## src/sv/dccm_pkg.sv

```systemverilog
// Shared types and constants of the disc coverage count map.
// No dependencies; every module of the block imports this package.
`default_nettype none

package dccm_pkg;

   localparam int OPCODE_W    = 2;
   localparam int POS_W       = 8;
   localparam int RADIUS_W    = 7;
   localparam int RR_W        = 2 * RADIUS_W;
   localparam int COUNT_OUT_W = 16;
   localparam int CSR_INDEX_W = 2;
   localparam int CSR_DATA_W  = 8;
   localparam int COORD_W     = 10;
   localparam int CALC_W      = 12;
   localparam int QUEUE_DEPTH = 2;

   localparam int DEF_MAX_COLS   = 128;
   localparam int DEF_MAX_ROWS   = 128;
   localparam int DEF_COUNT_BITS = 16;

   localparam logic [CSR_DATA_W-1:0] MAP_COLS_RESET = CSR_DATA_W'(128);
   localparam logic [CSR_DATA_W-1:0] MAP_ROWS_RESET = CSR_DATA_W'(128);

   localparam logic [CSR_INDEX_W-1:0] CSR_MAP_COLS = CSR_INDEX_W'(0);
   localparam logic [CSR_INDEX_W-1:0] CSR_MAP_ROWS = CSR_INDEX_W'(1);

   localparam logic [OPCODE_W-1:0] OP_ADD    = OPCODE_W'(0);
   localparam logic [OPCODE_W-1:0] OP_REMOVE = OPCODE_W'(1);
   localparam logic [OPCODE_W-1:0] OP_QUERY  = OPCODE_W'(2);

   typedef enum logic [1:0] {
      KIND_NONE,
      KIND_INC,
      KIND_DEC,
      KIND_QUERY
   } kind_type;

   typedef struct packed {
      kind_type           kind;
      logic               outside;
      logic [COORD_W-1:0] cx;
      logic [COORD_W-1:0] cy;
      logic [COORD_W-1:0] x0;
      logic [COORD_W-1:0] x1;
      logic [COORD_W-1:0] y0;
      logic [COORD_W-1:0] y1;
      logic [RR_W-1:0]    rr;
   } q_entry_type;

endpackage

`default_nettype wire

```

## src/sv/dccm_queue.sv

```systemverilog
// Short item queue between the front end and the cell walker.
// Depends on dccm_pkg for the entry type and depth.
`default_nettype none

module dccm_queue (
   input  wire logic                  clock,
   input  wire logic                  reset,
   input  wire logic                  push_valid,
   output logic                       push_ready,
   input  wire dccm_pkg::q_entry_type push_entry,
   output logic                       pop_valid,
   input  wire logic                  pop_ready,
   output dccm_pkg::q_entry_type      pop_entry
);
   import dccm_pkg::*;

   localparam int PtrW = (QUEUE_DEPTH > 1) ? $clog2(QUEUE_DEPTH) : 1;
   localparam int CntW = $clog2(QUEUE_DEPTH + 1);

   q_entry_type         entries_ff [QUEUE_DEPTH];
   logic [PtrW-1:0]     wr_ptr_ff, wr_ptr_in, rd_ptr_ff, rd_ptr_in;
   logic [CntW-1:0]     count_ff, count_in;
   logic                do_push, do_pop;

   assign push_ready = (count_ff != CntW'(QUEUE_DEPTH));
   assign pop_valid  = (count_ff != '0);
   assign pop_entry  = entries_ff[rd_ptr_ff];
   assign do_push    = push_valid && push_ready;
   assign do_pop     = pop_valid && pop_ready;

   always_comb begin
      wr_ptr_in = wr_ptr_ff;
      rd_ptr_in = rd_ptr_ff;
      count_in  = count_ff;
      if (do_push) begin
         wr_ptr_in = (wr_ptr_ff == PtrW'(QUEUE_DEPTH - 1)) ? '0 : wr_ptr_ff + PtrW'(1);
      end
      if (do_pop) begin
         rd_ptr_in = (rd_ptr_ff == PtrW'(QUEUE_DEPTH - 1)) ? '0 : rd_ptr_ff + PtrW'(1);
      end
      if (do_push && !do_pop) begin
         count_in = count_ff + CntW'(1);
      end else if (!do_push && do_pop) begin
         count_in = count_ff - CntW'(1);
      end
   end

   always_ff @(posedge clock) begin
      if (reset) begin
         wr_ptr_ff <= '0;
         rd_ptr_ff <= '0;
         count_ff  <= '0;
      end else begin
         wr_ptr_ff <= wr_ptr_in;
         rd_ptr_ff <= rd_ptr_in;
         count_ff  <= count_in;
      end
   end

   always_ff @(posedge clock) begin
      if (do_push) begin
         entries_ff[wr_ptr_ff] <= push_entry;
      end
   end

endmodule

`default_nettype wire

```

## config.mk

```make
export PLATFORM = sky130hd
export DESIGN_NAME = dccm_queue
export DESIGN_NICKNAME = d
export VERILOG_FILES = /design/src/sv/dccm_pkg.sv /design/src/sv/dccm_queue.sv
export SDC_FILE = /design/constraint.sdc
export NUM_CORES = 1
export LEC_CHECK = 0
export BUFFER_PORTS_ARGS = -buffer_cell sky130_fd_sc_hd__buf_2
export CORE_MARGIN = 1
export CORE_UTILIZATION = 25
export CTS_CLUSTER_DIAMETER = 40
export DETAILED_ROUTE_END_ITERATION = 12
export SYNTH_ARGS = -nofsm -noshare
export SYNTH_HDL_FRONTEND = slang
export SYNTH_SLANG_ARGS = --single-unit
```

## constraint.sdc

```tcl
create_clock -name clock -period 7.7 [get_ports clock]
set_input_delay 1.54 -clock clock [delete_from_list [all_inputs] [get_ports clock]]
set_output_delay 1.54 -clock clock [all_outputs]
set_load 0.05 [all_outputs]
```

==> impl_metrics.ini, run 1 <==
[sta]
max_freq_mhz = 251.5
worst_slew_pin_slew_ns = 1.153
number_of_failing_setup_endpoints_in_the_final_timing_report = 0
worst_slew_margin_pct = 23.11
post_route_clock_period_utilization_pct = 51.64
finalHoldViolations = 0
timing.clock.skew_ns = 0.009537
final_period_minus_worst_setup_slack_ns = 3.977
grt_setup_unrepaired = no
timing.setup.tns_ns = 0
slew_viol_final = 0
worst_setup_slack_final_ns = 3.723

[synthesis]
synthesis.instances = 264
synth_top_area_cell = edfxtp_1
seq_area_frac_synth_pct = 79.88
post_synth_main_area_contributors = edfxtp_1 78%, mux2_2 8.9%, mux2_4 7.6%, dfxtp_1 1.7%, buf_8 0.76%
synth-async-reset-ratio_pct = 0
yosys_warnings = 0
post_synth_instance_area_um2 = 5914
synth_enable_flop_cells = 154
synthTopCellsByCount = 154 x edfxtp_1, 47 x mux2_2, 30 x mux2_4
synth-seq-cells = 159
cell_variety_after_synth = 20
most_instantiated_library_cell_after_synthesis = edfxtp_1
synthFlopType = edfxtp_1
synth_nets = 346
top_area_cell_type_share_of_the_netlist_area_pct = 78.19
synthesis.area_per_instance_um2 = 22.40

[power]
worst_ir_drop_vdd_uv = 151.0
fin_total_pwr_mw = 3.051
cellLeakagePower_nw = 2.874
power_density_nw_per_um2 = 395.7

[setup_path]
critPathCaptureType = output port
crit_path_start_kind = flop
cp_num_buf_inv = 2
worst-setup-path-type = flop to output port
crit_chain = buf_4 -> mux2_2 -> buf_2
critPathRequiredTime_ns = 6.16
critPathArrivalTime_ns = 2.44
critical_path.max_stage_delay_ns = 0.73
critical_path.slowest_cell = dfxtp_4
timing.critical_path.max_delay_family = buffers and inverters
cp_max_fo = 39

[global_route]
antenna_found_initial = 1
via_count_of_the_first_global_routing_pass = 3331
grt_remaining_overflow = 0
grt_first_pass_wirelength_um = 17480
grt_max_degree = 78
groute.usage.overall_pct = 9.755

[die]
floorplan.rows = 55
fp.dieW_um = 155.8
die-area_um2 = 24280
placeableCoreArea_um2 = 22920
die_height_um = 155.8
ioPinCount = 160
initial_core_util_pct = 25.81

[cts]
clkSlewWorstSetupHoldPaths_ns = 0.06
cts_made_buffers = 17
post_cts.resized_instances = 0
clock-root-buffer = clkbuf_16
clock_latency_on_the_worst_skew_pair_ns = 0.41
cts_hold_repair.buffers = 0
clock_tree.htree_level_count = 4
clock-sinks = 159
post_cts.repair.setup_buffers = 0
cts_buffer_depth = 2
tritoncts = built

[place]
postPlaceCellArea_um2 = 7039
detailedPlace.worstSlack_ns = 4.084
gpl.final_weighted_congestion = 0.6622
hpwl_after_dpl_um = 7402
placement.io_buffers = 159

[layout]
final_nets = 517
fill_cells = 2201
drive_gt1_share_pct = 60.71
summed_area_of_non_filler_cells_in_the_final_layout_um2 = 7709
layout_area_overhead_pct = 30.34

[drt]
initialDrtViolationCount = 122
drt_drc_violations_left = 0
detailroute.via_count = 2982
drtPass1Iterations = 4
dr_wl_cell_um = 14.88
drt-vias-per-instance = 3.913
route.final.wire_length_um = 11340
postRouteAntennaNets = 0

[min_path]
min_path_type = flop to flop

[flow_run]
cap_viol_max_count = 0

[outcome]
run_status = completed
-- cell usage in the layout, fill, tap and decap left out, types with 2 or more instances in the layout --
cell | synthesis | layout
buf_2 | 4 | 159
edfxtp_1 | 154 | 154
mux2_2 | 47 | 47
mux2_4 | 30 | 30
clkbuf_16 | 0 | 17
bufinv_16 | 0 | 6
dfxtp_1 | 5 | 4
xor2_1 | 3 | 3
nor2_1 | 3 | 3
inv_6 | 0 | 3
o21ai_0 | 2 | 2
a21oi_1 | 2 | 2
clkinvlp_4 | 0 | 2
clkbuf_1 | 0 | 2
buf_4 | 0 | 2
-- worst reg2reg max path, stage by stage, from the launching register on --
cell	delay, ns
dfxtp_1	0.40
nand2b_1	0.23
nand3b_1	0.14
clkinv_2	0.06
buf_4	0.75
-- layout make-up --
| cell class | count | area [um^2] | share of cell area (%) |
|---|---|---|---|
| diodes | 1 | 2.502 | 0.03246 |
| clock inverters | 13 | 234.0 | 3.035 |
| multi-input cells | 95 | 1104 | 14.32 |
| repair buffers | 161 | 810.8 | 10.52 |
| clock buffers | 19 | 432.9 | 5.616 |
| flip-flops and latches | 159 | 4728 | 61.34 |
| inverters | 1 | 5.005 | 0.06492 |
| well taps | 313 | 391.6 | 5.080 |
-- per-stage QoR --
step                      cells  hold slack [ns]  utilization [%]
after CTS                   761           0.5082            33.63
after global routing        761           0.5343            33.63
after global placement      729           0.4879            30.72
after floorplan             264           0.4705                -
after detailed placement    729           0.4882            30.72
final                       762           0.5051            33.64
-- registers in the layout, indices dropped and copies added (netlist names), named ones only --
| register | cells |
|---|---|
| entries_ff | 154 |
| wr_ptr_ff | 1 |
| rd_ptr_ff | 1 |
| count_ff | 2 |
-- metal layers --
metal	up-vias	global-route usage, %	wire [um]
met2	106	16.96	5652
met3	7	3.944	657
met4	0	3.081	99
met5	-	0	0
li1	1385	-	-
met1	1484	10.83	4926
-- where the power goes --
group / leakage (nW) / switching (mW) / total [mW] / internal, mW
sequential: 1.48 / 0.0592 / 1.14 / 1.09
clock: 0.316 / 0.335 / 0.946 / 0.611
combinational: 1.08 / 0.676 / 0.960 / 0.284
total: 2.87 / 1.07 / 3.05 / 1.98
-- worst paths after layout --
kind	start	slack (ns)	depth (start not counted)	end
worst max-delay path	flop	3.72	3	pop_entry[63]
worst min-delay path	rd_ptr_ff	0.51	2	rd_ptr_ff
worst max register to register	count_ff[0]	5.60	4	entries_ff[0][1]
worst min register to register	rd_ptr_ff	0.51	2	rd_ptr_ff
-- kinds of logic after synthesis --
| family | Yosys count | synth area share, % |
|---|---|---|
| DFF | 159 | 79.88 |
| muxes | 77 | 16.56 |
| buffers and inverters | 10 | 1.544 |
| and+or+nand+nor | 9 | 0.8466 |
| AOI/OAI and AO/OA | 5 | 0.5077 |
| xor gates and xnor gates | 3 | 0.4443 |
| adders and majority gates | 1 | 0.2115 |
Power figures use the tool's default switching activity.
==> inputs of run 2 (changes only) <==
ABC_AREA = 1   (was unset)
clock period = 3.4 ns   (was 7.7 ns; I/O delays follow)
==> impl_metrics.ini, run 2 <==
[power]
internal_power_mw = 4.157
clockPowerShare_pct = 27.8
cellLeakagePower_nw = 2.883
net_switching_power_mw = 2.313
combinationalPowerShare_pct = 32.2
power.share.sequential_pct = 40.0
p_sw_share_pct = 35.75
power_density_nw_per_um2 = 842.0
worst_ir_drop_vdd_uv = 372.5

[die]
fp.dieW_um = 156.0
ioPinCount = 160
die-area_um2 = 24340
floorplan.rows = 55
placeableCoreArea_um2 = 22980
die_height_um = 156.0
initial_core_util_pct = 25.80

[place]
hpwl_after_dpl_um = 7280
gpl.final_weighted_congestion = 0.6695
placement.io_buffers = 159
dp.cells = 744
postPlaceCellArea_um2 = 7129

[layout]
largestRegisters = entries_ff (154), count_ff (2)
finalCoreUtilization_pct = 33.43
summed_area_of_non_filler_cells_in_the_final_layout_um2 = 7685
layout_area_overhead_pct = 29.58
fill_cells = 2246
mostFrequentLayoutCell = buf_2
drive_gt1_share_pct = 58.32
final_cells = 776
top_register = entries_ff
antenna-diode-count = 0
final_nets = 532
final_cell_mix = 159 x buf_2, 154 x edfxtp_1, 47 x mux2_2, 30 x mux2_4, 17 x clkbuf_16
largest_reg_flops = 154

[drt]
dr_wl_cell_um = 14.64
route.final.wire_length_um = 11360
drtPass1Iterations = 4
drt-vias-per-instance = 3.899
drt_drc_violations_left = 0
postRouteAntennaNets = 0
initialDrtViolationCount = 138
detailroute.via_count = 3026

[sta]
post_route_clock_period_utilization_pct = 81.34
number_of_failing_setup_endpoints_in_the_final_timing_report = 0
final_period_minus_worst_setup_slack_ns = 2.765
worst_slew_pin_slew_ns = 0.9055
finalHoldViolations = 0
max_freq_mhz = 361.6
worst_slew_margin_pct = 39.49
timing.clock.skew_ns = 0.007706
slew_viol_final = 0
grt_setup_unrepaired = no

[setup_path]
critPathArrivalTime_ns = 2.09
crit_path_start_kind = flop
setup.reg_to_reg.worst_slack_ns = 1.39
worstRegToRegCells = 5
critPathCaptureType = output port
critPathRequiredTime_ns = 2.72
cp_max_fo = 51
worst-setup-path-type = flop to output port

[global_route]
grt_remaining_overflow = 0
grt_first_pass_wirelength_um = 17450
grt_max_degree = 78
groute.usage.overall_pct = 9.699
antenna_found_initial = 1
via_count_of_the_first_global_routing_pass = 3413

[cts]
post_cts.repair.setup_buffers = 0
post_cts.resized_instances = 0
tritoncts = built
cts_buffer_depth = 2
clock_tree.htree_level_count = 4
cts_hold_repair.buffers = 0
cts_made_buffers = 17
clkSlewWorstSetupHoldPaths_ns = 0.06
clock-sinks = 159
clock_latency_on_the_worst_skew_pair_ns = 0.41
clock-root-buffer = clkbuf_16

[synthesis]
synth-async-reset-ratio_pct = 0
synthesis.instances = 277
cell_variety_after_synth = 15
post_synth_main_area_contributors = edfxtp_1 78%, mux2_2 8.9%, mux2_4 7.6%, dfxtp_1 1.7%, buf_8 0.76%
yosys_warnings = 0
post_synth_instance_area_um2 = 5931
synth_top_area_cell = edfxtp_1
seq_area_frac_synth_pct = 79.66
top_area_cell_type_share_of_the_netlist_area_pct = 77.97
most_instantiated_library_cell_after_synthesis = edfxtp_1
synth_nets = 359
synth-seq-cells = 159
synth_enable_flop_cells = 154
synthesis.area_per_instance_um2 = 21.41
synthFlopType = edfxtp_1
synthTopCellsByCount = 154 x edfxtp_1, 47 x mux2_2, 30 x mux2_4

[min_path]
min_path_type = input port to flop
whs_path_depth = 1

[outcome]
run_status = completed

[flow_run]
cap_viol_max_count = 0
run 2: cell types whose count changed in the layout (fill, tap and decap cells not counted), sizes merged, moves of 2 or more:
| cell | change |
|---|---|
| nand2 | +9 |
| clkinv | +5 |
| inv | +5 |
| bufinv | -4 |
| nor2 | +4 |
| xor2 | -3 |
| buf | +2 |
| nand3 | +2 |
run 2: cell families (layout without fill, tap and decap cells):
group                    Yosys count  in the layout  share of synthesized area (%)
AND/OR/NAND/NOR                   19             19                          1.287
flip-flops                       159            159                          79.66
AO/OA/AOI/OAI                      4              4                         0.3376
buffers and inverters             17            203                          1.983
multiplexers                      77             77                          16.52
adder cells (fa/ha/maj)            1              1                         0.2109
run 2: final timing paths:
path | endpoint | startpoint
hold / removal | entries_ff[0][16] | push_entry[16]
hold reg to reg | rd_ptr_ff | rd_ptr_ff
setup / recovery | pop_entry[75] | flop
setup reg to reg | entries_ff[0][32] | count_ff[0]
run 2: layout make-up:
cell class,count,area (um^2),share of cell area [%]
multi-input combinational,101,1104,14.36
tap,313,391.6,5.096
clock buffer,19,432.9,5.633
clock inverter,13,122.6,1.596
timing repair buffer,163,875.8,11.40
sequential,159,4728,61.53
inverter,8,30.03,0.3908
run 2: critical path: stages, from the launching register on:
cell     delay, ns
dfxtp_4       0.67
buf_12        0.37
mux2_2        0.39
buf_2         0.21
run 2: routing by layer:
| metal | global-route usage [%] | part of all wire, % | vias up |
|---|---|---|---|
| met2 | 17.01 | 51 | 106 |
| met5 | 0 | 0 | - |
| met3 | 4.111 | 6.6 | 9 |
| met1 | 10.54 | 41 | 1487 |
| li1 | - | - | 1424 |
| met4 | 3.035 | 0.97 | 0 |
run 2: power groups by stage:
| stage | sequential (mW) | clock [mW] | combinational, mW |
|---|---|---|---|
| 5_1_grt | 2.62 | 1.94 | 2.20 |
| 4_1_cts | 2.60 | 1.87 | 2.12 |
| 2_1_floorplan | 2.60 | 0 | 1.71 |
| 3_3_place_gp | 2.62 | 0 | 2.10 |
| 3_5_place_dp | 2.64 | 0 | 2.11 |
| 6_report | 2.59 | 1.80 | 2.08 |
run 2: stage by stage:
stage	setup slack, ns	hold WS [ns]	total power [mW]	TNS (ns)
after floorplan	-1.270	0.4645	4.305	-195.65
after global placement	1.038	0.4834	4.719	0
after detailed placement	1.008	0.4921	4.751	0
after CTS	0.5497	0.4258	6.585	0
after global routing	0.4981	0.4243	6.763	0
final	0.6346	0.4550	6.471	0
==> inputs of run 3 (changes only) <==
clock period = 2.75 ns   (was 3.4 ns; I/O delays follow)
==> impl_metrics.ini, run 3 (synthesis results as in run 2) <==
[outcome]
run_status = completed

[place]
detailedPlace.worstSlack_ns = 0.7504
gpl.final_weighted_congestion = 0.6448
hpwl_after_dpl_um = 7695
placement.io_buffers = 159

[setup_path]
critPathArrivalTime_ns = 1.86
crit_path_start_kind = flop
critPathCaptureType = output port
critPathRequiredTime_ns = 2.20
cp_max_fo = 26
worst-setup-path-type = flop to output port

[layout]
top_register = entries_ff
layout_area_overhead_pct = 30.68
area_of_combinational_cells_with_multiple_inputs_um2 = 1104
drive_gt1_share_pct = 58.71
final_nets = 534
largestRegisters = entries_ff (154), count_ff (2)
final_cell_mix = 159 x buf_2, 154 x edfxtp_1, 47 x mux2_2, 30 x mux2_4, 17 x clkbuf_16
antenna-diode-count = 0
finalCoreUtilization_pct = 33.72
fill_cells = 2284
mostFrequentLayoutCell = buf_2
regArea_um2 = 4728
largest_reg_flops = 154

[global_route]
groute.usage.overall_pct = 9.698
antenna_found_initial = 1
grt_max_degree = 52
grt_first_pass_wirelength_um = 17600
via_count_of_the_first_global_routing_pass = 3328
grt_remaining_overflow = 0

[sta]
grt_setup_unrepaired = no
timing.clock.skew_ns = 0.009555
number_of_failing_setup_endpoints_in_the_final_timing_report = 0
max_freq_mhz = 415.2
hold_ws_ns = 0.3191
post_route_clock_period_utilization_pct = 87.58
slew_viol_final = 0
final_period_minus_worst_setup_slack_ns = 2.409
finalHoldViolations = 0
worst_setup_slack_final_ns = 0.3415
worst_slew_margin_pct = 51.62
worst_slew_pin_slew_ns = 0.7257

[power]
cellLeakagePower_nw = 2.914
worst_ir_drop_vdd_uv = 442.5
fin_total_pwr_mw = 8.235
power_density_nw_per_um2 = 1063

[cts]
cts_hold_repair.buffers = 0
clock_tree.htree_level_count = 4
clock-sinks = 159
clock-root-buffer = clkbuf_16
tritoncts = built
post_cts.repair.setup_buffers = 0
cts_made_buffers = 17
post_cts.resized_instances = 0
cts_buffer_depth = 2
clkSlewWorstSetupHoldPaths_ns = 0.07
clock_latency_on_the_worst_skew_pair_ns = 0.42

[drt]
drt-vias-per-instance = 3.923
initialDrtViolationCount = 101
drtPass1Iterations = 4
drt_drc_violations_left = 0
dr_wl_cell_um = 14.62
postRouteAntennaNets = 0
route.final.wire_length_um = 11380
detailroute.via_count = 3052

[die]
fp.dieW_um = 156.0
ioPinCount = 160
placeableCoreArea_um2 = 22980
initial_core_util_pct = 25.80
die_height_um = 156.0
die-area_um2 = 24340
floorplan.rows = 55

[flow_run]
cap_viol_max_count = 0

[min_path]
min_path_type = input port to flop
-- run 3: cell count changes in the layout (fill, tap and decap cells not counted) --
cell and change:
buf_4 +3, clkbuf_1 -1, clkinv_2 -4, bufinv_16 +2, inv_6 +3, buf_12 -1
-- run 3: final timing paths --
| check | end | cells after the start | startpoint | slack, ns |
|---|---|---|---|---|
| max | pop_entry[18] | 3 | flop | 0.34 |
| min | entries_ff[1][65] | 1 | push_entry[65] | 0.32 |
| max reg2reg | entries_ff[0][71] | 5 | count_ff[0] | 0.95 |
| min reg2reg | rd_ptr_ff | 2 | rd_ptr_ff | 0.51 |
-- run 3: layer usage --
layer / up-vias / GRT usage, % / wire, um
li1: 1430 / - / -
met1: 1506 / 10.86 / 4908
met5: - / 0 / 0
met3: 8 / 4.194 / 801
met2: 108 / 16.35 / 5579
met4: 0 / 3.501 / 89
-- run 3: per-stage QoR --
step	setup TNS, ns	instance area, um^2	instances
2_1_floorplan	-100.91	5936	277
3_3_place_gp	0	7132	746
3_5_place_dp	0	7132	746
4_1_cts	0	7750	778
5_1_grt	0	7750	778
6_report	0	7750	778
-- run 3: layout make-up --
| class | instances | share of cell area (%) |
|---|---|---|
| Tap cell | 313 | 5.053 |
| Clock buffer | 18 | 5.538 |
| Multi-Input combinational cell | 101 | 14.24 |
| Timing Repair Buffer | 165 | 11.33 |
| Inverter | 8 | 0.3875 |
| Sequential cell | 159 | 61.01 |
| Clock inverter | 14 | 2.438 |
-- run 3: where the power goes --
part           leakage, nW  internal (mW)  switching, mW  total, mW
Sequential            1.48           3.06         0.0972       3.16
Combinational         1.15          0.748           1.86       2.61
Clock                0.290           1.52          0.946       2.47
-- run 3: critical path, cell delays in order, from the launching register on --
cell and delay [ns]:
dfxtp_4 0.45, buf_4 0.37, mux2_2 0.40, buf_2 0.21
