`src/sv/dccm_pkg.sv`:
```
// Shared types and constants of the disc coverage count map.
// No dependencies; every module of the block imports this package.
`default_nettype none

package dccm_pkg;

   localparam int OPCODE_W    = 2;
   localparam int POS_W       = 8;
   localparam int RADIUS_W    = 7;
   localparam int RR_W        = 2 * RADIUS_W;
   localparam int COUNT_OUT_W = 16;
   localparam int CSR_INDEX_W = 2;
   localparam int CSR_DATA_W  = 8;
   localparam int COORD_W     = 10;
   localparam int CALC_W      = 12;
   localparam int QUEUE_DEPTH = 2;

   localparam int DEF_MAX_COLS   = 128;
   localparam int DEF_MAX_ROWS   = 128;
   localparam int DEF_COUNT_BITS = 16;

   localparam logic [CSR_DATA_W-1:0] MAP_COLS_RESET = CSR_DATA_W'(128);
   localparam logic [CSR_DATA_W-1:0] MAP_ROWS_RESET = CSR_DATA_W'(128);

   localparam logic [CSR_INDEX_W-1:0] CSR_MAP_COLS = CSR_INDEX_W'(0);
   localparam logic [CSR_INDEX_W-1:0] CSR_MAP_ROWS = CSR_INDEX_W'(1);

   localparam logic [OPCODE_W-1:0] OP_ADD    = OPCODE_W'(0);
   localparam logic [OPCODE_W-1:0] OP_REMOVE = OPCODE_W'(1);
   localparam logic [OPCODE_W-1:0] OP_QUERY  = OPCODE_W'(2);

   typedef enum logic [1:0] {
      KIND_NONE,
      KIND_INC,
      KIND_DEC,
      KIND_QUERY
   } kind_type;

   typedef struct packed {
      kind_type           kind;
      logic               outside;
      logic [COORD_W-1:0] cx;
      logic [COORD_W-1:0] cy;
      logic [COORD_W-1:0] x0;
      logic [COORD_W-1:0] x1;
      logic [COORD_W-1:0] y0;
      logic [COORD_W-1:0] y1;
      logic [RR_W-1:0]    rr;
   } q_entry_type;

endpackage

`default_nettype wire

```
`src/sv/dccm_front.sv`:
```
// Front end: grid size registers, input acceptance and window clipping.
// Depends on dccm_pkg; feeds dccm_queue.
`default_nettype none

module dccm_front #(
   parameter int MAX_COLS = dccm_pkg::DEF_MAX_COLS,
   parameter int MAX_ROWS = dccm_pkg::DEF_MAX_ROWS
) (
   input  wire logic                               clock,
   input  wire logic                               reset,
   input  wire logic                               csr_write_enable,
   input  wire logic [dccm_pkg::CSR_INDEX_W-1:0]   csr_index,
   input  wire logic [dccm_pkg::CSR_DATA_W-1:0]    csr_write_data,
   input  wire logic                               req_valid,
   output logic                                    req_ready,
   input  wire logic [dccm_pkg::OPCODE_W-1:0]      req_opcode,
   input  wire logic [dccm_pkg::POS_W-1:0]         req_center_x,
   input  wire logic [dccm_pkg::POS_W-1:0]         req_center_y,
   input  wire logic [dccm_pkg::RADIUS_W-1:0]      req_radius_cells,
   input  wire logic                               clearing,
   input  wire logic                               push_ready,
   output logic                                    push_valid,
   output dccm_pkg::q_entry_type                   push_entry
);
   import dccm_pkg::*;

   logic [CSR_DATA_W-1:0] map_cols_ff, map_cols_in;
   logic [CSR_DATA_W-1:0] map_rows_ff, map_rows_in;

   logic [CALC_W-1:0] cols, rows, cx, cy, r;
   logic [CALC_W-1:0] xlo, xhi_raw, xhi, ylo, yhi_raw, yhi;
   logic              x_empty, y_empty, disc_none, query_out;

   always_comb begin
      map_cols_in = map_cols_ff;
      map_rows_in = map_rows_ff;
      if (csr_write_enable) begin
         case (csr_index)
            CSR_MAP_COLS: map_cols_in = csr_write_data;
            CSR_MAP_ROWS: map_rows_in = csr_write_data;
            default: ;
         endcase
      end
   end

   always_ff @(posedge clock) begin
      if (reset) begin
         map_cols_ff <= MAP_COLS_RESET;
         map_rows_ff <= MAP_ROWS_RESET;
      end else begin
         map_cols_ff <= map_cols_in;
         map_rows_ff <= map_rows_in;
      end
   end

   always_comb begin
      cols = (CALC_W'(map_cols_ff) > CALC_W'(MAX_COLS)) ? CALC_W'(MAX_COLS)
                                                         : CALC_W'(map_cols_ff);
      rows = (CALC_W'(map_rows_ff) > CALC_W'(MAX_ROWS)) ? CALC_W'(MAX_ROWS)
                                                         : CALC_W'(map_rows_ff);
      cx = CALC_W'(req_center_x);
      cy = CALC_W'(req_center_y);
      r  = CALC_W'(req_radius_cells);

      xlo     = (cx > r) ? cx - r : '0;
      xhi_raw = cx + r;
      xhi     = (xhi_raw >= cols) ? cols - CALC_W'(1) : xhi_raw;
      ylo     = (cy > r) ? cy - r : '0;
      yhi_raw = cy + r;
      yhi     = (yhi_raw >= rows) ? rows - CALC_W'(1) : yhi_raw;

      x_empty   = (cols == '0) || (xlo > xhi);
      y_empty   = (rows == '0) || (ylo > yhi);
      disc_none = (r == '0) || x_empty || y_empty;
      query_out = (cx >= cols) || (cy >= rows);

      push_entry.kind    = KIND_NONE;
      push_entry.outside = 1'b0;
      push_entry.cx      = COORD_W'(req_center_x);
      push_entry.cy      = COORD_W'(req_center_y);
      push_entry.x0      = xlo[COORD_W-1:0];
      push_entry.x1      = xhi[COORD_W-1:0];
      push_entry.y0      = ylo[COORD_W-1:0];
      push_entry.y1      = yhi[COORD_W-1:0];
      push_entry.rr      = RR_W'(req_radius_cells) * RR_W'(req_radius_cells);

      case (req_opcode)
         OP_ADD:    push_entry.kind = disc_none ? KIND_NONE : KIND_INC;
         OP_REMOVE: push_entry.kind = disc_none ? KIND_NONE : KIND_DEC;
         OP_QUERY: begin
            push_entry.outside = query_out;
            push_entry.kind    = query_out ? KIND_NONE : KIND_QUERY;
            push_entry.x0      = COORD_W'(req_center_x);
            push_entry.x1      = COORD_W'(req_center_x);
            push_entry.y0      = COORD_W'(req_center_y);
            push_entry.y1      = COORD_W'(req_center_y);
         end
         default: push_entry.kind = KIND_NONE;
      endcase
   end

   assign req_ready  = !clearing && push_ready;
   assign push_valid = req_valid && req_ready;

endmodule

`default_nettype wire

```
`config.mk`:
```
export PLATFORM = sky130hd
export DESIGN_NAME = dccm_front
export DESIGN_NICKNAME = d
export VERILOG_FILES = /design/src/sv/dccm_pkg.sv /design/src/sv/dccm_front.sv
export SDC_FILE = /design/constraint.sdc
export NUM_CORES = 1
export LEC_CHECK = 0
export ABC_AREA = 1
export BUFFER_PORTS_ARGS = -buffer_cell sky130_fd_sc_hd__clkbuf_2
export CAP_MARGIN = 25
export CELL_PAD_IN_SITES_DETAIL_PLACEMENT = 1
export CELL_PAD_IN_SITES_GLOBAL_PLACEMENT = 1
export CORE_MARGIN = 5
export CORE_UTILIZATION = 40
export DETAILED_ROUTE_END_ITERATION = 7
export GPL_TIMING_DRIVEN = 1
export MAX_ROUTING_LAYER = met4
export PLACE_DENSITY = 0.89
export SETUP_SLACK_MARGIN = 0.02
export SLEW_MARGIN = 10
export SYNTH_ARGS = -nofsm -noshare
export SYNTH_HDL_FRONTEND = slang
export SYNTH_SLANG_ARGS = --single-unit
```
`constraint.sdc`:
```
create_clock -name clock -period 4.3 [get_ports clock]
set_input_delay 0.215 -clock clock [delete_from_list [all_inputs] [get_ports clock]]
set_output_delay 0.215 -clock clock [all_outputs]
set_load 0.005 [all_outputs]
```
==> results of run 1 <==
-- where the power goes --
| group | switching (mW) | internal [mW] |
|---|---|---|
| logic | 1.05 | 0.693 |
| registers | 0.00983 | 0.156 |
| clock network | 0.0731 | 0.142 |
| total | 1.13 | 0.991 |
-- metrics by stage --
step                area, um2  hold WS [ps]  setup slack, ps  setup TNS (ps)  power, mW
global route             7361         239.5           -332.8          -935.6      2.253
CTS                      6797         229.9            23.47               0      1.776
global placement         6583         475.9           -30.97          -59.97      1.427
detailed placement       6583         480.0           -202.0          -547.8      1.502
finish                   7361         243.7           -202.2          -409.5      2.125
floorplan                5678         345.4            352.5               0      1.016
-- sequential cells by signal, summed over array words and instances, names as in the netlist --
register and cells:
map_rows_ff 8, map_cols_ff 8
-- placed cells by master, fill, tap and decap left out, types with 6 or more instances in the layout --
master,Yosys,layout
xor2_1,21,16
ha_4,0,16
nor2_1,79,74
dfxtp_1,16,16
o21ai_1,2,6
nor3_1,9,7
xnor2_1,11,9
buf_4,29,70
a21oi_2,1,7
nand2_1,234,216
clkbuf_2,0,109
ha_1,104,86
o21ai_0,39,34
nand4_1,26,26
inv_2,6,22
nand3_1,56,51
nand2_2,5,19
fa_1,18,14
a21oi_1,49,43
nor2_2,4,8
inv_1,131,114
nand2_4,2,7
-- tightest hold or removal path: cells and delay by family --
kind                   cells  cell delay (ps)
buffers and inverters      1              110
and+or+nand+nor            2              140
-- area by class of cell --
| cell class | instances | area, um2 |
|---|---|---|
| Clock buffer | 4 | 88.84 |
| Fill cell | 1891 | 6520 |
| Inverter | 142 | 551.8 |
| Multi-Input combinational cell | 710 | 5014 |
| Sequential cell | 16 | 320.3 |
| Tap cell | 180 | 225.2 |
| Timing Repair Buffer | 187 | 1161 |
-- layer usage --
metal  global-route usage [%]  up-vias  routed length [um]  share of wire (%)
met1                    32.34     3554               10750                 37
li1                         -     3213                   -                  -
met5                        -        -                   0                  0
met4                    11.30        0                2208                7.6
met2                    46.49      469               13970                 48
met3                    2.449      199                2122                7.3
-- what timing repair did --
| action | CTS | global route |
|---|---|---|
| gates resized for setup | 18 | 112 |
| pin swaps | 11 | 38 |
| cloned | 1 | 1 |
| endpoints found under the setup margin | 5 | 7 |
| setup buffers | 7 | 15 |
-- worst min path at each step --
stage	startpoint	to	slack, ps
after floorplan	csr_write_data[7]	map_cols_ff[7]	350
after global placement	csr_write_data[1]	map_cols_ff[1]	480
after detailed placement	csr_write_data[3]	map_rows_ff[3]	480
after CTS	csr_write_data[5]	map_cols_ff[5]	230
after global routing	csr_write_data[1]	map_cols_ff[1]	240
final	csr_write_data[4]	map_cols_ff[4]	240
-- cells by family after synthesis --
kind of cell             after synthesis  share of synthesized area, %
flip-flops                            16                         5.656
XOR/XNOR                              32                         4.949
AO/OA/AOI/OAI                        120                         12.37
buffers and inverters                186                         14.43
adder cells (fa/ha/maj)              122                         29.34
other                                  1                       0.06622
AND/OR/NAND/NOR                      429                         33.19
==> results.md, run 1 <==
- Maxcap violations: 0
- Max Transition Viols Final: 0
- Detail Placement HPWL: around 18 mm
- First-pass GRT wire length: 35.29 mm
- CP Launch Type: primary input
- Hold Vio Cnt, Final: 0
- Port Buffers: about 110
- Num CTS Buffers: 3
- Hold_buf cts: 0
- DRC Markers: 0
- Number of diodes: 0
- Core area: 13,880 um2
- Violated checks: setup timing
- Crit Reg-Reg Endpoint: map_rows_ff[7]
- Top cell type by total area after synthesis: ha_1
- Mean post-synth cell area: 6.250 um2
- Setup violations, final: 5
- Die ar.: 16,640 um2
- Clock-pin slew on the worst setup and hold paths: roughly 60 ps
- Initial Util: roughly 41%
- Crit path DAT: 4290 ps
- IR drop worst, VDD: 0.1376 mV
- GRT Total Usage: 27.06%
- Largest net degree at the start of global routing: 28
- Crit-path slowest cell: ha_1
- R2R depth: 2
- Syn. warnings: 0
- #FFs+latches synth: 16
- Initial antenna violation count: 0
- Area grow syn2layout: 29.98%
- Asr flop ratio synth: 0%
- Die Width: 129.0 um
- Final worst path period share: 104.7%
- CP Max Fanout: 6
- Clk sinks: 16
- Total grt overflow: 0
- Register area share after synthesis: under 10%
- CP required: 4090 ps
- Crit-path leading delay family: simple AND/OR/NAND/NOR gates
- Pleak: 4.165 nW
- Post-Layout Cell Count: 1,239
- Top cells by count, synth: nand2_1 (234), inv_1 (131), ha_1 (104), nor2_1 (79), nand3_1 (56)
- Worst Hold Class: in -> reg
- # nets final: about 1,200
- Final Critical Period: roughly 4500 ps
- Longest Clk Path Bufs: 2
- Layout cell share with drive strength beyond 1: 29.46%
- Worst reg2reg setup slack: 3300 ps
- Number of distinct library cells after synthesis: 48
- Final Worst Setup Slack: -202.2 ps
- Routed WL: 29.05 mm
- DR vias/cell: between 6 and 7
- Routed Antenna Nets: 0
- Ports: between 100 and 150
- Pre-antenna DRT Iters: 5
- Die height: ~130 um
- Root buffer cell: clkbuf_16
- Vias in the first global route: 7,081
- H-tree levels: 1
- Worst path bufs/invs: 6
- Most frequent cell after synthesis: nand2_1
- Top-area cell type share of the netlist area: between 20% and 30%
- Setup crit end: push_entry[75]
- Post-Syn Instances: 906
- Mapped cell area: 5663 um2
- Critical Path Source: req_center_x[1]
- DRT iter0 DRCs: around 660
- Highest clock rate: between 200 and 250 MHz
- CTS tree: yes
- Setup CP Type: in -> out
- WHS Path Cells: 3
- Post-synth EDFFs: 0
- Pwr Density: 288.6 nW/um2
- CP Capture Type: output port
- Slew headroom: 50.55%
- RSZ-0062 raised after global routing: yes
- CP max stage delay: 340 ps
- Post-layout util: 53.03%
- Worst-skew pair later-pin latency: 260 ps
- Per-cell routed wire length: 23.45 um
- Cell mode on critical path: nand2_1
- Most used DFF post-synth: dfxtp_1
- Via count: 7,435
- Worst path depth: 29
- Status: complete, but fails checks
- Slew @ Worst Pin: between 700 and 800 ps
- Ranking of synthesized cells by area: ha_1 (23%), nand2_1 (16%), inv_1 (8.7%)
- Clock skew: 0 ps
- Worst R2R Start: map_rows_ff[7]
- Gp weighted congestion: 0.9199
- Cells after DPL: 1,212
- # rows: 43
(Power assumes the default switching activity.)
==> inputs of run 2 (changes only) <==
Settings changed: TNS_END_PERCENT set to 1.
==> results.md, run 2 (synthesis gave the netlist of run 1 again) <==
- Layout cell share with drive strength beyond 1: 29.92% (+0.46 points)
- Max Transition Viols Final: 0 (unchanged)
- Worst-skew pair later-pin latency: 260 ps (about the same)
- Critical Path Source: req_radius_cells[3]
- Routed WL: 29.00 mm (-0.18%)
- Crit path DAT: 4170 ps (-120 ps)
- CP Launch Type: primary input
- # rows: 43 (unchanged)
- Most common cell after layout, fill and taps aside: nand2_1
- Top Registers: map_cols_ff: 8 flops, map_rows_ff: 8 flops
- Cell mode on critical path: nand2_1
- Crit Reg-Reg Endpoint: map_rows_ff[7]
- Worst reg2reg setup slack: 3210 ps (-90 ps)
- Hold Vio Cnt, Final: 0 (unchanged)
- Via count: 7,464 (+0.39%)
- CP required: 4090 ps (about the same)
- RSZ-0062 raised after global routing: yes
- Final Worst Setup Slack: -86.47 ps (+115.8 ps)
- Per-cell routed wire length: 23.46 um (about the same)
- Worst Hold Class: in -> reg
- Routed Antenna Nets: 0 (unchanged)
- Highest clock rate: 228.0 MHz (+2.6%)
- Clock skew: 0 ps (unchanged)
- Power Total: 2.115 mW (-0.45%)
- Status: complete, but fails checks
- Detail Placement HPWL: 18.34 mm (unchanged)
- GRT Total Usage: 27.17% (+0.11 points)
- Number of diodes: 0 (unchanged)
- Ports: 120 (unchanged)
- Pleak: 4.160 nW (-0.11%)
- Core area: 13,880 um2 (unchanged)
- Leading cell types in the layout, fill and taps excluded: nand2_1 (212), inv_1 (115), clkbuf_2 (109)
- CTS tree: yes
- # nets final: 1,220 (-0.25%)
- Worst R2R Start: map_rows_ff[7]
- Place WS: -202.0 ps (unchanged)
- Maxcap violations: 0 (unchanged)
- H-tree levels: 1 (unchanged)
- Die ar.: 16,640 um2 (unchanged)
- DRT iter0 DRCs: 696 (+4.8%)
- Largest net degree at the start of global routing: 28 (unchanged)
- Pwr Density: 286.4 nW/um2 (-0.79%)
- Num CTS Buffers: 3 (unchanged)
- Clk sinks: 16 (unchanged)
- Initial Util: 40.80% (unchanged)
- R2R depth: 2 (unchanged)
- Hold_buf cts: 0 (unchanged)
- Clock-pin slew on the worst setup and hold paths: 50 ps (about the same)
- Die height: 129.0 um (unchanged)
- DR vias/cell: 6.039 (+0.63%)
- CP Max Fanout: 9 (+3)
- Gp weighted congestion: 0.9199 (unchanged)
- Slew @ Worst Pin: 643.9 ps (-92.15 ps)
- Longest Clk Path Bufs: 2 (unchanged)
- WHS: 232.7 ps (-11.00 ps)
- Setup crit end: push_entry[75]
- Root buffer cell: clkbuf_16
- Total grt overflow: 0 (unchanged)
- IR drop worst, VDD: 0.1335 mV (-3.0%)
- Pre-antenna DRT Iters: 5 (unchanged)
- Area grow syn2layout: 30.42%
- Final setup TNS: -183.5 ps (+226.0 ps)
- CP max stage delay: 380 ps (+40 ps)
- CP Capture Type: output port
- Setup CP Type: in -> out
- Crit-path slowest cell: ha_2
- Die Width: 129.0 um (unchanged)
- WHS Path Cells: 3 (unchanged)
- First-pass GRT wire length: 35.36 mm (+0.20%)
- Final worst path period share: 102.0% (-2.7 points)
- Initial antenna violation count: 0 (unchanged)
- Vias in the first global route: 7,101 (+0.28%)
- Setup violations, final: 4 (-1)
- Port Buffers: 114 (unchanged)
- Slew headroom: 56.75% (+6.2 points)
- Final Critical Period: 4386 ps (-115.8 ps)
- Violated checks: setup timing
- DRC Markers: 0 (unchanged)
run 2: changes by cell type in the layout (fill, tap and decap cells not counted), moves of 2 or more:
cell / delta
nand3_1: -5
nand2_1: -4
nand2_2: +4
nand3_2: +4
buf_4: -3
o21ai_0: +2
o21ai_1: -2
run 2: critical path, delay by kind of cell:
family / cells / cell delay, ps
simple gates: 17 / 1770
fa+ha+maj: 3 / 960
buf+inv: 6 / 820
compound gates: 3 / 410
run 2: what timing repair did:
action,in CTS,in global routing
cloned,1,1
buffers inserted,6,13
hold endpoints to repair,0,0
gates resized for setup,17,117
pin swaps,10,41
setup endpoints to repair,5,7
run 2: worst min path at each step:
stage / endpoint / slack [ps] / startpoint
5_1_grt: map_cols_ff[1] / 240 / csr_write_data[1]
4_1_cts: map_cols_ff[5] / 230 / csr_write_data[5]
3_5_place_dp: map_rows_ff[3] / 480 / csr_write_data[3]
6_report: map_cols_ff[1] / 230 / csr_write_data[1]
3_3_place_gp: map_cols_ff[1] / 480 / csr_write_data[1]
2_1_floorplan: map_cols_ff[7] / 350 / csr_write_data[7]
run 2: metal layers:
metal	vias up	track usage (%)	wire, um	part of all wire, %
met2	473	46.86	13620	47
met4	0	11.86	2613	9.0
li1	3210	-	-	-
met1	3575	32.23	10810	37
met3	206	2.283	1950	6.7
met5	-	-	0	0
run 2: where the power goes:
group | internal, mW | switching [mW] | leakage [nW] | total [mW]
sequential | 0.156 | 0.00994 | 0.131 | 0.166
clock | 0.142 | 0.0723 | 0.0442 | 0.214
combinational | 0.692 | 1.04 | 3.98 | 1.73
run 2: cell type report:
class	count	area (um2)
fillers	1871	6495
multi-input cells	710	5052
clock buffers	4	88.84
well taps	180	225.2
repair buffers	184	1147
flip-flops and latches	16	320.3
inverters	142	551.8
run 2: through the flow:
stage               area (um2)  instances  utilization, %
floorplan                 5678        910               -
global placement          6583       1212           47.42
detailed placement        6583       1212           47.42
CTS                       6784       1223           48.87
global route              7386       1236           53.21
finish                    7386       1236           53.21
==> inputs of run 3 (changes only) <==
Settings changed: PLACE_DENSITY 0.89 to not set, PLACE_DENSITY_LB_ADDON set to 0.1.
==> results.md, run 3 (synthesis gave the netlist of run 1 again) <==
- Status: finished, final reports clean
- Worst-skew pair later-pin latency: 240 ps (-20 ps)
- First-pass GRT wire length: 32.82 mm (-7.2%)
- Top Registers: map_cols_ff: 8 flops, map_rows_ff: 8 flops
- Max Transition Viols Final: 0 (unchanged)
- FILL cells: 1,923 (+2.8%)
- Setup CP Type: in -> out
- Worst R2R Start: map_rows_ff[7]
- Initial Util: 40.80% (unchanged)
- Clock-pin slew on the worst setup and hold paths: 50 ps (about the same)
- Min-delay src: csr_write_data[1]
- # nets final: 1,232 (+0.98%)
- IR drop worst, VDD: 0.1657 mV (+24%)
- Crit path DAT: 3940 ps (-230 ps)
- Via count: 6,536 (-12%)
- Crit-path slowest cell: fa_2
- Die height: 129.0 um (unchanged)
- Pleak: 4.204 nW (+1.0%)
- Detail Placement HPWL: 17.64 mm (-3.8%)
- Pwr Density: 255.8 nW/um2 (-11%)
- DP Area: 6745 um2 (+2.5%)
- R2R depth: 2 (unchanged)
- Final setup TNS: 0 ps (+183.5 ps)
- Die ar.: 16,640 um2 (unchanged)
- Clock skew: 0 ps (unchanged)
- CP max stage delay: 370 ps (about the same)
- Hold Vio Cnt, Final: 0 (unchanged)
- Setup violations, final: 0 (-4)
- CP Max Fanout: 7 (-2)
- Metal2 WL: 10.76 mm (-21%)
- Die Width: 129.0 um (unchanged)
- Met1 wire length: 9.337 mm (-14%)
- H-tree levels: 1 (unchanged)
- Routed WL: 21.46 mm (-26%)
- DR WL met3: 910 um (-53%)
- Crit Reg-Reg Endpoint: map_rows_ff[7]
- Cell mode on critical path: nand2_1
- Total grt overflow: 0 (unchanged)
- # rows: 43 (unchanged)
- Post-layout util: 53.56% (+0.35 points)
- Final worst path period share: 96.54% (-5.5 points)
- Worst reg2reg setup slack: 3380 ps (+170 ps)
- RSZ-0062 raised after global routing: yes
- Longest Clk Path Bufs: 2 (unchanged)
- Vias in the first global route: 6,681 (-5.9%)
- Maxcap violations: 0 (unchanged)
- Gp weighted congestion: 0.9400 (+2.2%)
- CP Launch Type: primary input
- WHS Path Cells: 3 (unchanged)
- Slew @ Worst Pin: 889.8 ps (+245.9 ps)
- WHS Endpoint: map_rows_ff[1]
- DR vias/cell: 5.237 (-13%)
- Slew headroom: 40.31% (-16 points)
- DRC Markers: 0 (unchanged)
- Worst Hold Class: in -> reg
- Post-route cell area: 7435 um2 (+0.66%)
- Highest clock rate: 240.9 MHz (+5.7%)
- Most common cell after layout, fill and taps aside: nand2_1
- Root buffer cell: clkbuf_16
- Pre-antenna DRT Iters: 5 (unchanged)
- Core area: 13,880 um2 (unchanged)
- Initial antenna violation count: 0 (unchanged)
- CP required: 4090 ps (about the same)
- Per-cell routed wire length: 17.19 um (-27%)
- Largest net degree at the start of global routing: 29 (+3.6%)
- DRT iter0 DRCs: 242 (-65%)
- GRT Total Usage: 25.12% (-2.1 points)
- Clk sinks: 16 (unchanged)
- Layout cell share with drive strength beyond 1: 30.24% (+0.32 points)
- Num CTS Buffers: 3 (unchanged)
- Ports: 120 (unchanged)
- CP Capture Type: output port
- CTS tree: yes
- Number of diodes: 0 (unchanged)
- Port Buffers: 114 (unchanged)
- Routed Antenna Nets: 0 (unchanged)
- WHS: 223.9 ps (-8.825 ps)
- Leading cell types in the layout, fill and taps excluded: nand2_1 (214), inv_1 (117), clkbuf_2 (110)
- DR top layer: met4
- Final Critical Period: 4151 ps (-235.3 ps)
- Area grow syn2layout: 31.29%
[run 3: repair_timing]
action,in CTS,in global routing
hold buffers,0,0
buffers inserted,1,10
gates resized for setup,19,101
pin swaps,6,49
cloned,0,1
endpoints found under the hold margin,0,0
setup endpoints to repair,5,6
[run 3: area by class of cell]
type                    count  area (um2)  share of cell area [%]
inverters                 142       545.5                   7.338
repair buffers            197        1237                   16.64
clock buffers               4       88.84                   1.195
well taps                 180       225.2                   3.029
flip-flops and latches     16       320.3                   4.308
multi-input cells         709        5017                   67.49
[run 3: where the power goes]
group	internal [mW]	total (mW)	leakage, nW	switching (mW)
Combinational	0.665	1.54	4.03	0.875
Clock	0.141	0.197	0.0442	0.0560
Sequential	0.157	0.165	0.131	0.00817
Total	0.963	1.90	4.20	0.939
[run 3: layer usage]
layer	track usage [%]	vias up
met4	4.941	0
met2	44.12	168
met5	-	-
li1	-	3228
met1	32.10	3110
met3	1.245	30
[run 3: worst max-delay path, delay by kind of cell]
kind,cells,cell delay (ps)
buffers and inverters,6,750
xor gates and xnor gates,1,200
AOI/OAI and AO/OA,5,680
adders and majority gates,4,1060
and+or+nand+nor,13,1020
[run 3: worst max path at each step]
stage                     end           startpoint
4_1_cts        push_entry[76]  req_radius_cells[0]
3_5_place_dp   push_entry[76]  req_radius_cells[0]
3_3_place_gp   push_entry[75]  req_radius_cells[0]
5_1_grt        push_entry[75]  req_radius_cells[1]
2_1_floorplan  push_entry[75]  req_radius_cells[4]
6_report       push_entry[75]  req_radius_cells[0]
[run 3: through the flow]
step | cells | total power, mW | worst slack (ps)
final | 1248 | 1.902 | 148.9
after global routing | 1248 | 2.097 | -84.95
after CTS | 1237 | 1.767 | 10.03
after detailed placement | 1232 | 1.512 | -175.6
after global placement | 1232 | 1.480 | -14.67
after floorplan | 910 | 1.016 | 352.5
